--- src/sv/sfs_pkg.sv ---
`default_nettype none

package sfs_pkg;

  localparam int OP_W = 3;
  localparam int ELAPSED_W = 16;
  localparam int CFG_IDX_W = 3;

  typedef enum logic [OP_W-1:0] {
    OP_TICK   = 3'd0,
    OP_START  = 3'd1,
    OP_STOP   = 3'd2,
    OP_PAUSE  = 3'd3,
    OP_RESUME = 3'd4
  } op_t;

  typedef enum logic [CFG_IDX_W-1:0] {
    REG_START_FRAME  = 3'd0,
    REG_END_FRAME    = 3'd1,
    REG_PING_PONG    = 3'd2,
    REG_LOOP_ENABLE  = 3'd3,
    REG_FRAME_PERIOD = 3'd4
  } cfg_reg_t;

endpackage

`default_nettype wire

--- src/sv/sfs_in_if.sv ---
`default_nettype none

interface sfs_in_if;
  logic                          valid;
  logic                          ready;
  logic [sfs_pkg::OP_W-1:0]      op;
  logic [sfs_pkg::ELAPSED_W-1:0] elapsed;

  modport source (output valid, output op, output elapsed, input ready);
  modport sink (input valid, input op, input elapsed, output ready);
endinterface

`default_nettype wire

--- src/sv/sfs_out_if.sv ---
`default_nettype none

interface sfs_out_if #(
  parameter int FRAME_BITS = 10
);
  logic                  valid;
  logic                  ready;
  logic [FRAME_BITS-1:0] frame;
  logic [FRAME_BITS:0]   position;
  logic                  playing;
  logic                  finished;

  modport source (output valid, output frame, output position, output playing,
                  output finished, input ready);
  modport sink (input valid, input frame, input position, input playing,
                input finished, output ready);
endinterface

`default_nettype wire

--- src/sv/sfs_geom.sv ---
`default_nettype none

// Sequence geometry: length of the play sequence and the frame shown at a position.
module sfs_geom #(
  parameter int FRAME_BITS = 10
) (
  input  wire logic [FRAME_BITS-1:0] start_frame,
  input  wire logic [FRAME_BITS-1:0] end_frame,
  input  wire logic                  ping_pong,
  input  wire logic                  loop_enable,
  input  wire logic [FRAME_BITS:0]   pos,
  output logic      [FRAME_BITS:0]   seq_len,
  output logic      [FRAME_BITS-1:0] frame
);
  localparam int F = FRAME_BITS;
  localparam int P = FRAME_BITS + 1;

  logic         up;
  logic [F-1:0] span;
  logic [P-1:0] last, two_d;
  logic [P-1:0] pos_c, off_p;
  logic [F-1:0] off;

  always_comb begin
    up = (end_frame >= start_frame);
    span = up ? (end_frame - start_frame) : (start_frame - end_frame);
    if (span == '0) begin
      seq_len = P'(1);
    end else if (!ping_pong) begin
      seq_len = P'(span) + P'(1);
    end else if (loop_enable) begin
      seq_len = {span, 1'b0};
    end else begin
      seq_len = {span, 1'b1};
    end
  end

  always_comb begin
    last = seq_len - P'(1);
    two_d = {span, 1'b0};
    pos_c = (pos >= seq_len) ? last : pos;
    // Past the turn of a ping-pong the offset runs back down.
    off_p = (pos_c <= P'(span)) ? pos_c : (two_d - pos_c);
    off = off_p[F-1:0];
    frame = up ? (start_frame + off) : (start_frame - off);
  end

endmodule

`default_nettype wire

--- src/sv/sprite_frame_sequencer_top.sv ---
// An accepted input beat passes through the input register, then the state update and
// frame lookup load the result register, from which its result beat is offered.
// Throughput: one item per cycle unless result.ready stalls; each item's add, compare,
// position step and frame lookup end between the two registers; next item follows at once.
// Reset (rst, synchronous, active high) empties both registers, stops playback,
// clears the accumulator and position, and loads the configuration defaults.
`default_nettype none

module sprite_frame_sequencer_top #(
  parameter int FRAME_BITS = 10,
  parameter int TIME_BITS  = 24
) (
  input  wire logic                                 clk,
  input  wire logic                                 rst,
  input  wire logic                                 cfg_we,
  input  wire logic [sfs_pkg::CFG_IDX_W-1:0]        cfg_index,
  input  wire logic [((TIME_BITS > FRAME_BITS) ? TIME_BITS : FRAME_BITS)-1:0] cfg_data,
  sfs_in_if.sink                                    item,
  sfs_out_if.source                                 result
);
  import sfs_pkg::*;

  localparam int F = FRAME_BITS;
  localparam int P = FRAME_BITS + 1;
  localparam int T = TIME_BITS;
  localparam int A = TIME_BITS + 1;
  localparam int SW = ((A > ELAPSED_W) ? A : ELAPSED_W) + 1;
  localparam logic [A-1:0] ACC_MAX = '1;

  // Configuration registers.
  logic [F-1:0] start_frame, end_frame;
  logic         ping_pong, loop_enable;
  logic [T-1:0] frame_period;

  always_ff @(posedge clk) begin
    if (rst) begin
      start_frame <= '0;
      end_frame <= '0;
      ping_pong <= 1'b0;
      loop_enable <= 1'b0;
      frame_period <= T'(1);
    end else if (cfg_we) begin
      unique case (cfg_reg_t'(cfg_index))
        REG_START_FRAME:  start_frame <= cfg_data[F-1:0];
        REG_END_FRAME:    end_frame <= cfg_data[F-1:0];
        REG_PING_PONG:    ping_pong <= cfg_data[0];
        REG_LOOP_ENABLE:  loop_enable <= cfg_data[0];
        REG_FRAME_PERIOD: frame_period <= cfg_data[T-1:0];
        default: ;
      endcase
    end
  end

  // Handshake between the input register and the result register.
  logic                 s1_v, o_v;
  op_t                  s1_op;
  logic [ELAPSED_W-1:0] s1_elapsed;
  logic                 out_load, s1_move;

  assign out_load = !o_v || result.ready;
  assign s1_move = s1_v && out_load;
  assign item.ready = !s1_v || out_load;

  always_ff @(posedge clk) begin
    if (rst) begin
      s1_v <= 1'b0;
    end else if (item.ready) begin
      s1_v <= item.valid;
    end
  end

  always_ff @(posedge clk) begin
    if (item.valid && item.ready) begin
      s1_op <= op_t'(item.op);
      s1_elapsed <= item.elapsed;
    end
  end

  // Playback state.
  logic [A-1:0] acc, acc_next;
  logic [P-1:0] pos, pos_next;
  logic         running, running_next, fin_next;
  logic [SW-1:0] acc_sum;
  logic [A-1:0]  acc_sat;
  logic [P-1:0]  seq_len;
  logic [P:0]    pos_inc;

  always_comb begin
    acc_next = acc;
    pos_next = pos;
    running_next = running;
    fin_next = 1'b0;
    acc_sum = SW'(acc) + SW'(s1_elapsed);
    acc_sat = (acc_sum > SW'(ACC_MAX)) ? ACC_MAX : acc_sum[A-1:0];
    pos_inc = {1'b0, pos} + (P+1)'(1);
    case (s1_op)
      OP_TICK: begin
        if (running) begin
          acc_next = acc_sat;
          // At most one advance per tick, however much time has built up.
          if (acc_sat >= A'(frame_period)) begin
            acc_next = acc_sat - A'(frame_period);
            if (pos_inc >= {1'b0, seq_len}) begin
              if (loop_enable) begin
                pos_next = '0;
              end else begin
                pos_next = seq_len - P'(1);
                running_next = 1'b0;
                fin_next = 1'b1;
              end
            end else begin
              pos_next = pos_inc[P-1:0];
            end
          end
        end
      end
      OP_START: begin
        if (!running) begin
          running_next = 1'b1;
          pos_next = '0;
        end
      end
      OP_STOP: begin
        running_next = 1'b0;
        pos_next = '0;
      end
      OP_PAUSE:  running_next = 1'b0;
      OP_RESUME: running_next = 1'b1;
      default: ;
    endcase
  end

  always_ff @(posedge clk) begin
    if (rst) begin
      acc <= '0;
      pos <= '0;
      running <= 1'b0;
    end else if (s1_move) begin
      acc <= acc_next;
      pos <= pos_next;
      running <= running_next;
    end
  end

  logic [F-1:0] frame_c;

  sfs_geom #(
    .FRAME_BITS(FRAME_BITS)
  ) u_geom (
    .start_frame(start_frame),
    .end_frame(end_frame),
    .ping_pong(ping_pong),
    .loop_enable(loop_enable),
    .pos(pos_next),
    .seq_len(seq_len),
    .frame(frame_c)
  );

  // Result register.
  always_ff @(posedge clk) begin
    if (rst) begin
      o_v <= 1'b0;
    end else if (out_load) begin
      o_v <= s1_v;
    end
  end

  always_ff @(posedge clk) begin
    if (s1_move) begin
      result.frame <= frame_c;
      result.position <= pos_next;
      result.playing <= running_next;
      result.finished <= fin_next;
    end
  end

  assign result.valid = o_v;

endmodule

`default_nettype wire

--- src/flat_wrapper.sv ---
// flat-port wrapper written by rule: the top's interface ports become plain ports
module sprite_frame_sequencer_top_flat import sfs_pkg::*;
#(
  parameter int FRAME_BITS = 10,
  parameter int TIME_BITS  = 24
)
  (clk, rst, cfg_we, cfg_index, cfg_data, item_valid, item_op, item_elapsed, item_ready, result_valid, result_frame, result_position, result_playing, result_finished, result_ready);
  sfs_in_if item_i ();
  sfs_out_if #(.FRAME_BITS(FRAME_BITS)) result_i ();
  input  wire logic clk;
  input  wire logic rst;
  input  wire logic cfg_we;
  input  wire logic [sfs_pkg::CFG_IDX_W-1:0] cfg_index;
  input  wire logic [((TIME_BITS > FRAME_BITS) ? TIME_BITS : FRAME_BITS)-1:0] cfg_data;
  input wire logic [$bits(item_i.valid)-1:0] item_valid;
  input wire logic [$bits(item_i.op)-1:0] item_op;
  input wire logic [$bits(item_i.elapsed)-1:0] item_elapsed;
  output wire logic [$bits(item_i.ready)-1:0] item_ready;
  output wire logic [$bits(result_i.valid)-1:0] result_valid;
  output wire logic [$bits(result_i.frame)-1:0] result_frame;
  output wire logic [$bits(result_i.position)-1:0] result_position;
  output wire logic [$bits(result_i.playing)-1:0] result_playing;
  output wire logic [$bits(result_i.finished)-1:0] result_finished;
  input wire logic [$bits(result_i.ready)-1:0] result_ready;
  assign item_i.valid = item_valid;
  assign item_i.op = item_op;
  assign item_i.elapsed = item_elapsed;
  assign item_ready = item_i.ready;
  assign result_valid = result_i.valid;
  assign result_frame = result_i.frame;
  assign result_position = result_i.position;
  assign result_playing = result_i.playing;
  assign result_finished = result_i.finished;
  assign result_i.ready = result_ready;
  sprite_frame_sequencer_top #(.FRAME_BITS(FRAME_BITS), .TIME_BITS(TIME_BITS)) u_core (.clk(clk), .rst(rst), .cfg_we(cfg_we), .cfg_index(cfg_index), .cfg_data(cfg_data), .item(item_i), .result(result_i));
endmodule
--- config.mk ---
export PLATFORM = sky130hd
export DESIGN_NAME = sprite_frame_sequencer_top_flat
export DESIGN_NICKNAME = d
export VERILOG_FILES = /design/src/sv/sfs_pkg.sv /design/src/sv/sfs_in_if.sv /design/src/sv/sfs_out_if.sv /design/src/sv/sfs_geom.sv /design/src/sv/sprite_frame_sequencer_top.sv /design/src/flat_wrapper.sv
export SDC_FILE = /design/constraint.sdc
export NUM_CORES = 1
export LEC_CHECK = 0
export ABC_AREA = 1
export BUFFER_PORTS_ARGS = -buffer_cell sky130_fd_sc_hd__clkbuf_2
export CORE_ASPECT_RATIO = 1.75
export CORE_MARGIN = 8
export CORE_UTILIZATION = 45
export CTS_CLUSTER_DIAMETER = 30
export DETAILED_ROUTE_END_ITERATION = 8
export PLACE_DENSITY_LB_ADDON = 0.2
export SLEW_MARGIN = 20
export SYNTH_ARGS = -nofsm -noshare
export SYNTH_HDL_FRONTEND = slang
export SYNTH_HIERARCHICAL = 1
export SYNTH_SLANG_ARGS = --single-unit
--- constraint.sdc ---
create_clock -name clk -period 10.45 [get_ports clk]
set_input_delay 2.09 -clock clk [delete_from_list [all_inputs] [get_ports clk]]
set_output_delay 2.09 -clock clk [all_outputs]
set_load 0.02 [all_outputs]
==> results by group, run 1 <==
Outcome
  – Outcome: completed

Synthesis
  – Ys Warns: 6
  – Unique masters post-synth: 54
  – Area contributors post-synth: nand2_1, dfxtp_1, ha_1, edfxtp_1, inv_1
  – Syn_nets: ~2100
  – Synth top area share: 0.155
  – Post-synthesis sequential area ratio: 0.233
  – Ys flop type: dfxtp_1
  – EDFF count, synth: 42
  – Mapped Cells: around 2000
  – Synth Register Bits: 127
  – Most frequent cell after synthesis: nand2_1
  – Synth async-reset ratio: 0
  – Post-Syn Area: roughly 0.013 mm^2
  – Cell taking the most area after synthesis: nand2_1
  – Mean instance size in the synthesized netlist: 6.42 um^2
  – Top post-synthesis cells by count: nand2_1, inv_1, nor2_1, nand3_1, a21oi_1

Critical path
  – Worst path max stage delay: 0.43 ns
  – Critical path launch point: u_core/end_frame[0]$_SDFFE_PP0P_
  – Largest delay share family, worst path: simple AND/OR/NAND/NOR gates
  – RR Startpoint: u_core/end_frame[0]$_SDFFE_PP0P_
  – Critical path class: register to register
  – Crit path buf inv count: 16
  – Req. time, crit path: roughly 11 ns
  – Crit path top cell by count: inv_1
  – CP Launch Type: register
  – CP Data Arrival Time: about 10 ns
  – Worst setup EP type: register
  – Critical path's slowest cell: fa_2
  – Critical Path Fanout Max: 15

Floorplan
  – Die Y: 238 um
  – Initial core utilization: 0.456
  – FP Rows: roughly 80
  – Std-Cell Core Area: 0.0279 mm^2
  – IO Pins: 76
  – Die X-Extent: 143 um
  – Die Area: 0.0341 mm^2

Power and ir drop
  – Leakage: 7.56 nW
  – Worst VDD drop: 0.136 mV
  – PD cells: 192 mW/mm^2
  – Total chip power: 2.81 mW

Hold path
  – Worst hold path type: register to register
  – Hold Startpoint: u_core/frame_period[18]$_SDFFE_PP0P_

Clocking
  – CTS sink cnt: 127
  – CTS max path bufs: 2
  – Clock Latency Late Sink: 0.44 ns
  – Clock Root Buffer: clkbuf_16
  – Clock transition at the registers of the reported paths: 0.06 ns
  – Clock buffer count from CTS: 17
  – CTS tree: yes
  – H-tree depth: 4
  – Hold buffer count at cts: 0

GRT
  – Initial antenna violation count: 1
  – Remaining Overflow, GRT: 0
  – Global-route wire length before repair: ~64 mm
  – GRT Overall Usage: 0.244
  – Pin count of the biggest net entering global routing: 48
  – Vias in the first global route: 12920

Drt
  – DRC: 0
  – DR vias: about 13000
  – Post-Route WL: 42.2 mm
  – Final ANT Viol Nets: 0
  – Iteration-0 DRC Markers: 736
  – Wire per inst: 17.2 um
  – Detail-routed via count per cell: 5.37
  – First drt pass iteration count: 6

Placed design
  – Worst slack, placed: 0.0148 ns
  – Final Wtd Congestion: 1.00
  – DP HPWL: around 33 mm
  – I/O Buffers: 75
  – Post-Place Cell Area: ~0.013 mm^2

STA
  – Final worst slack: 0.553 ns
  – Final min period: 9.90 ns
  – Clock Skew: 0.00926 ns
  – Final Max Slew Viols: 0
  – Final Cycle Share: 0.947
  – Final Hold Viols: 0
  – Worst slew margin: 0.252
  – Setup-failing EPs final: 0
  – Worst-margin pin slew: 1.12 ns
  – Fin Setup TNS: 0 ns
  – F_max: 101 MHz

Run
  – Max_cap viols: 0

Final layout
  – Ant diodes: 0
  – Fin nets: 2233
  – Fillers: roughly 2900
  – Final core occ: 0.526
  – Final Instance Area: roughly 0.015 mm^2
  – Layout Area Growth over Synthesis: 15.3%
  – Layout cells sized above 1: 0.175
where the power goes:
group / switching (mW) / internal, mW
clock: 0.248 / 0.337
sequential: 0.0179 / 0.564
combinational: 1.09 / 0.551
total: 1.36 / 1.45
registers in the layout, summed over array words and instances (netlist names):
name and flops:
u_core/result.finished 1, u_core/pos 11, u_core/running 1, u_core/frame_period 24
u_core/result.valid 1, u_core/ping_pong 1, u_core/start_frame 10, u_core/s1_elapsed 16
u_core/end_frame 10, u_core/loop_enable 1, u_core/result.position 11, u_core/acc 25
u_core/result.frame 10, u_core/result.playing 1, u_core/s1_v 1, u_core/s1_op 3
what timing repair did:
| action | CTS | global route |
|---|---|---|
| setup buffers | 0 | 17 |
| gates resized for setup | 1 | 107 |
| pin swaps | 0 | 27 |
| gates cloned | 0 | 4 |
| setup endpoints to repair | 1 | 2 |
cell families after synthesis:
logic type                 share of synthesized area
and+or+nand+nor                                0.380
buffers and inverters                          0.113
AOI/OAI and AO/OA                              0.120
DFF                                            0.233
adders and majority gates                      0.110
xor gates and xnor gates                      0.0441
area by class of cell:
| cell class | count | area, um^2 | area share |
|---|---|---|---|
| timing repair buffer | 122 | 761 | 0.0519 |
| clock buffer | 20 | 489 | 0.0334 |
| sequential | 127 | 2980 | 0.203 |
| tap | 373 | 467 | 0.0318 |
| inverter | 303 | 1140 | 0.0781 |
| multi-input combinational | 1503 | 8740 | 0.596 |
| clock inverter | 11 | 73.8 | 0.00504 |
placed cells by master (no fill, tap or decap), types with 47 or more instances in the layout:
master    count
nand2_1     519
inv_1       279
nor2_1      159
nand3_1     157
a21oi_1     125
ha_1         89
o21ai_0      83
clkbuf_2     75
dfxtp_1      74
nand2_2      47
nand4_1      47
metrics by stage:
stage,instances,hold WS (ns)
final,2459,0.466
after global routing,2459,0.499
after CTS,2438,0.471
after detailed placement,2407,0.462
after global placement,2407,0.456
after floorplan,1981,0.435
per-layer routing:
metal / global-route usage / vias up / wire length, um
met5: 0 / - / 11
met2: 0.479 / 400 / 23200
li1: - / 6581 / -
met1: 0.217 / 6066 / 14500
met3: 0.0378 / 160 / 1570
met4: 0.174 / 2 / 2970
worst register-to-register path, delay by kind of cell, from the launching register on:
kind | cells | cell delay, ns
flip-flops | 1 | 0.34
adder cells (fa/ha/maj) | 7 | 2.04
buffers and inverters | 16 | 1.45
AO/OA/AOI/OAI | 13 | 1.99
AND/OR/NAND/NOR | 33 | 3.37
XOR/XNOR | 3 | 0.45
final timing paths:
path / to / slack, ns / cells after the start
max: u_core/result.frame[9]$_DFFE_PP_ / 0.55 / 72
min: u_core/frame_period[18]$_SDFFE_PP0P_ / 0.47 / 2
max reg2reg: u_core/result.frame[9]$_DFFE_PP_ / 0.55 / 72
min reg2reg: u_core/frame_period[18]$_SDFFE_PP0P_ / 0.47 / 2
No activity file was read; power rests on OpenSTA's default activity.
==> run 2: changes to the inputs <==
--- a/config.mk
+++ b/config.mk
@@ -6,12 +6,12 @@
 export NUM_CORES = 1
 export LEC_CHECK = 0
 export ABC_AREA = 1
-export BUFFER_PORTS_ARGS = -buffer_cell sky130_fd_sc_hd__clkbuf_2
 export CORE_ASPECT_RATIO = 1.75
 export CORE_MARGIN = 8
-export CORE_UTILIZATION = 45
+export CORE_UTILIZATION = 65
 export CTS_CLUSTER_DIAMETER = 30
 export DETAILED_ROUTE_END_ITERATION = 8
+export DONT_BUFFER_PORTS = 1
 export PLACE_DENSITY_LB_ADDON = 0.2
 export SLEW_MARGIN = 20
 export SYNTH_ARGS = -nofsm -noshare
==> results by group, run 2 (same netlist as run 1, synthesis figures left out) <==
Outcome
  – Outcome: completed

Placed design
  – DP HPWL: 31.6 mm
  – Post-Place Cell Area: around 0.013 mm^2
  – I/O Buffers: 0
  – Worst slack, placed: -0.172 ns
  – Final Wtd Congestion: slightly above 1
  – Inst Count DP: 2197

Drt
  – Iteration-0 DRC Markers: 741
  – Post-Route WL: 41.5 mm
  – First drt pass iteration count: 7
  – DRC: 0
  – Detail-routed via count per cell: a little under 6
  – Wire per inst: 18.2 um
  – DR vias: 13393
  – Final ANT Viol Nets: 0

STA
  – Setup-failing EPs final: 0
  – F_max: 99.4 MHz
  – Worst slew margin: 0.126
  – Final Max Slew Viols: 0
  – Final min period: just over 10 ns
  – Worst-margin pin slew: approximately 1.3 ns
  – Final Cycle Share: 0.963
  – Clock Skew: 0.0129 ns
  – Final Hold Viols: 0
  – Final worst slack: 0.388 ns

Final layout
  – Most frequent cells in the layout: nand2_1, inv_1, nor2_1
  – Most common cell after layout, fill and taps aside: nand2_1
  – Layout Area Growth over Synthesis: 12.7%
  – Layout cells sized above 1: 0.156
  – Fillers: about 1600
  – Largest regs: u_core/acc: 25 flops, u_core/frame_period: 24 flops, u_core/s1_elapsed: 16 flops
  – Area of the multi-input gates: between 0.008 and 0.009 mm^2
  – Ant diodes: 0
  – Post-route insts no fill: approximately 2300
  – Final Instance Area: 0.0143 mm^2
  – Sequential cell area: about 0.0030 mm^2
  – Largest register FFs: 25
  – Biggest register: u_core/acc
  – Final core occ: 0.746
  – Fin nets: 2178

Critical path
  – CP Launch Type: register
  – CP Data Arrival Time: slightly above 10 ns
  – Crit path buf inv count: 13
  – Crit path top cell by count: nand2_1
  – Worst path max stage delay: 0.51 ns
  – FF-to-FF setup slack: 0.39 ns
  – Critical path's slowest cell: fa_1
  – Req. time, crit path: 10.63 ns
  – R2R cell count: 67
  – Critical Path Fanout Max: 11
  – Critical path class: register to register
  – Worst setup EP type: register
  – CP Depth: 67
  – Largest delay share family, worst path: simple AND/OR/NAND/NOR gates

Hold path
  – Worst hold path type: register to register
  – Hold path depth: 2

Power and ir drop
  – Sequential share of power: 0.209
  – Total chip power: 2.97 mW
  – Comb pwr share: 0.586
  – Internal power: 1.53 mW
  – Net Sw Power: 1.43 mW
  – Clock power share: 0.205
  – Leakage: 7.38 nW
  – Worst VDD drop: 0.183 mV
  – PD cells: 207 mW/mm^2
  – Switching share of power: 0.483

Clocking
  – Hold buffer count at cts: 0
  – CTS tree: yes
  – H-tree depth: 4
  – Clock Latency Late Sink: 0.43 ns
  – CTS max path bufs: 2
  – CTS sink cnt: 127
  – Clock buffer count from CTS: 17
  – Clock Root Buffer: clkbuf_16
  – Clock transition at the registers of the reported paths: 0.06 ns

Floorplan
  – Std-Cell Core Area: 0.0192 mm^2
  – Die Y: 201 um
  – Die Area: ~0.024 mm^2
  – Initial core utilization: 0.662
  – Die X-Extent: 122 um
  – FP Rows: 67
  – IO Pins: 76

GRT
  – GRT Overall Usage: 0.318
  – Initial antenna violation count: 0
  – Pin count of the biggest net entering global routing: between 50 and 60
  – Global-route wire length before repair: a little over 60 mm
  – Remaining Overflow, GRT: 0
  – Vias in the first global route: ~13000

Run
  – Max_cap viols: 0
## run 2: cell types whose count changed in the layout (fill, tap and decap cells not counted), moves of 5 or more
cell	previous run	this run
nand2_1	519	514
clkbuf_2	75	0
nand3_1	157	151
nand3_2	24	32
buf_4	41	60
## run 2: repair_timing
| action | CTS | global route |
|---|---|---|
| pin swaps | 0 | 36 |
| cloned | 0 | 4 |
| buffers inserted | 0 | 40 |
| endpoints found under the hold margin | 0 | 0 |
| gates resized for setup | 4 | 118 |
| endpoints found under the setup margin | 1 | 2 |
## run 2: layer usage
metal / routed length (um) / track usage / vias to the layer above
met4: 3480 / 0.253 / 0
met2: 22100 / 0.604 / 586
li1: - / - / 6482
met1: 13400 / 0.274 / 6093
met3: 2520 / 0.0662 / 232
met5: 0 / 0 / -
## run 2: layout make-up
class	instances	area share
Tap cell	241	0.0210
Multi-Input combinational cell	1504	0.612
Clock inverter	10	0.00681
Sequential cell	127	0.208
Inverter	303	0.0802
Clock buffer	22	0.0353
Timing Repair Buffer	66	0.0368
## run 2: stage by stage
step	setup TNS, ns	hold WS, ns
3_5_place_dp	-0.172	0.459
3_3_place_gp	-0.0480	0.450
2_1_floorplan	0	0.435
5_1_grt	-0.164	0.487
4_1_cts	0	0.467
6_report	0	0.463
## run 2: final timing paths
check                                             from                                   end
setup / recovery      u_core/end_frame[0]$_SDFFE_PP0P_      u_core/result.frame[9]$_DFFE_PP_
hold / removal    u_core/frame_period[18]$_SDFFE_PP0P_  u_core/frame_period[18]$_SDFFE_PP0P_
setup reg to reg      u_core/end_frame[0]$_SDFFE_PP0P_      u_core/result.frame[9]$_DFFE_PP_
hold reg to reg   u_core/frame_period[18]$_SDFFE_PP0P_  u_core/frame_period[18]$_SDFFE_PP0P_
## run 2: power groups by stage
stage               registers (mW)  clock network [mW]  logic [mW]
global route                 0.622               0.636        1.89
detailed placement           0.632                   0        1.46
global placement             0.631                   0        1.44
finish                       0.620               0.610        1.74
floorplan                    0.612                   0        1.11
CTS                          0.621               0.615        1.47
## run 2: tightest hold or removal path, cell delays in order, from the launching register on
cell and delay [ns]:
dfxtp_1 0.29, inv_1 0.06, a21oi_1 0.06
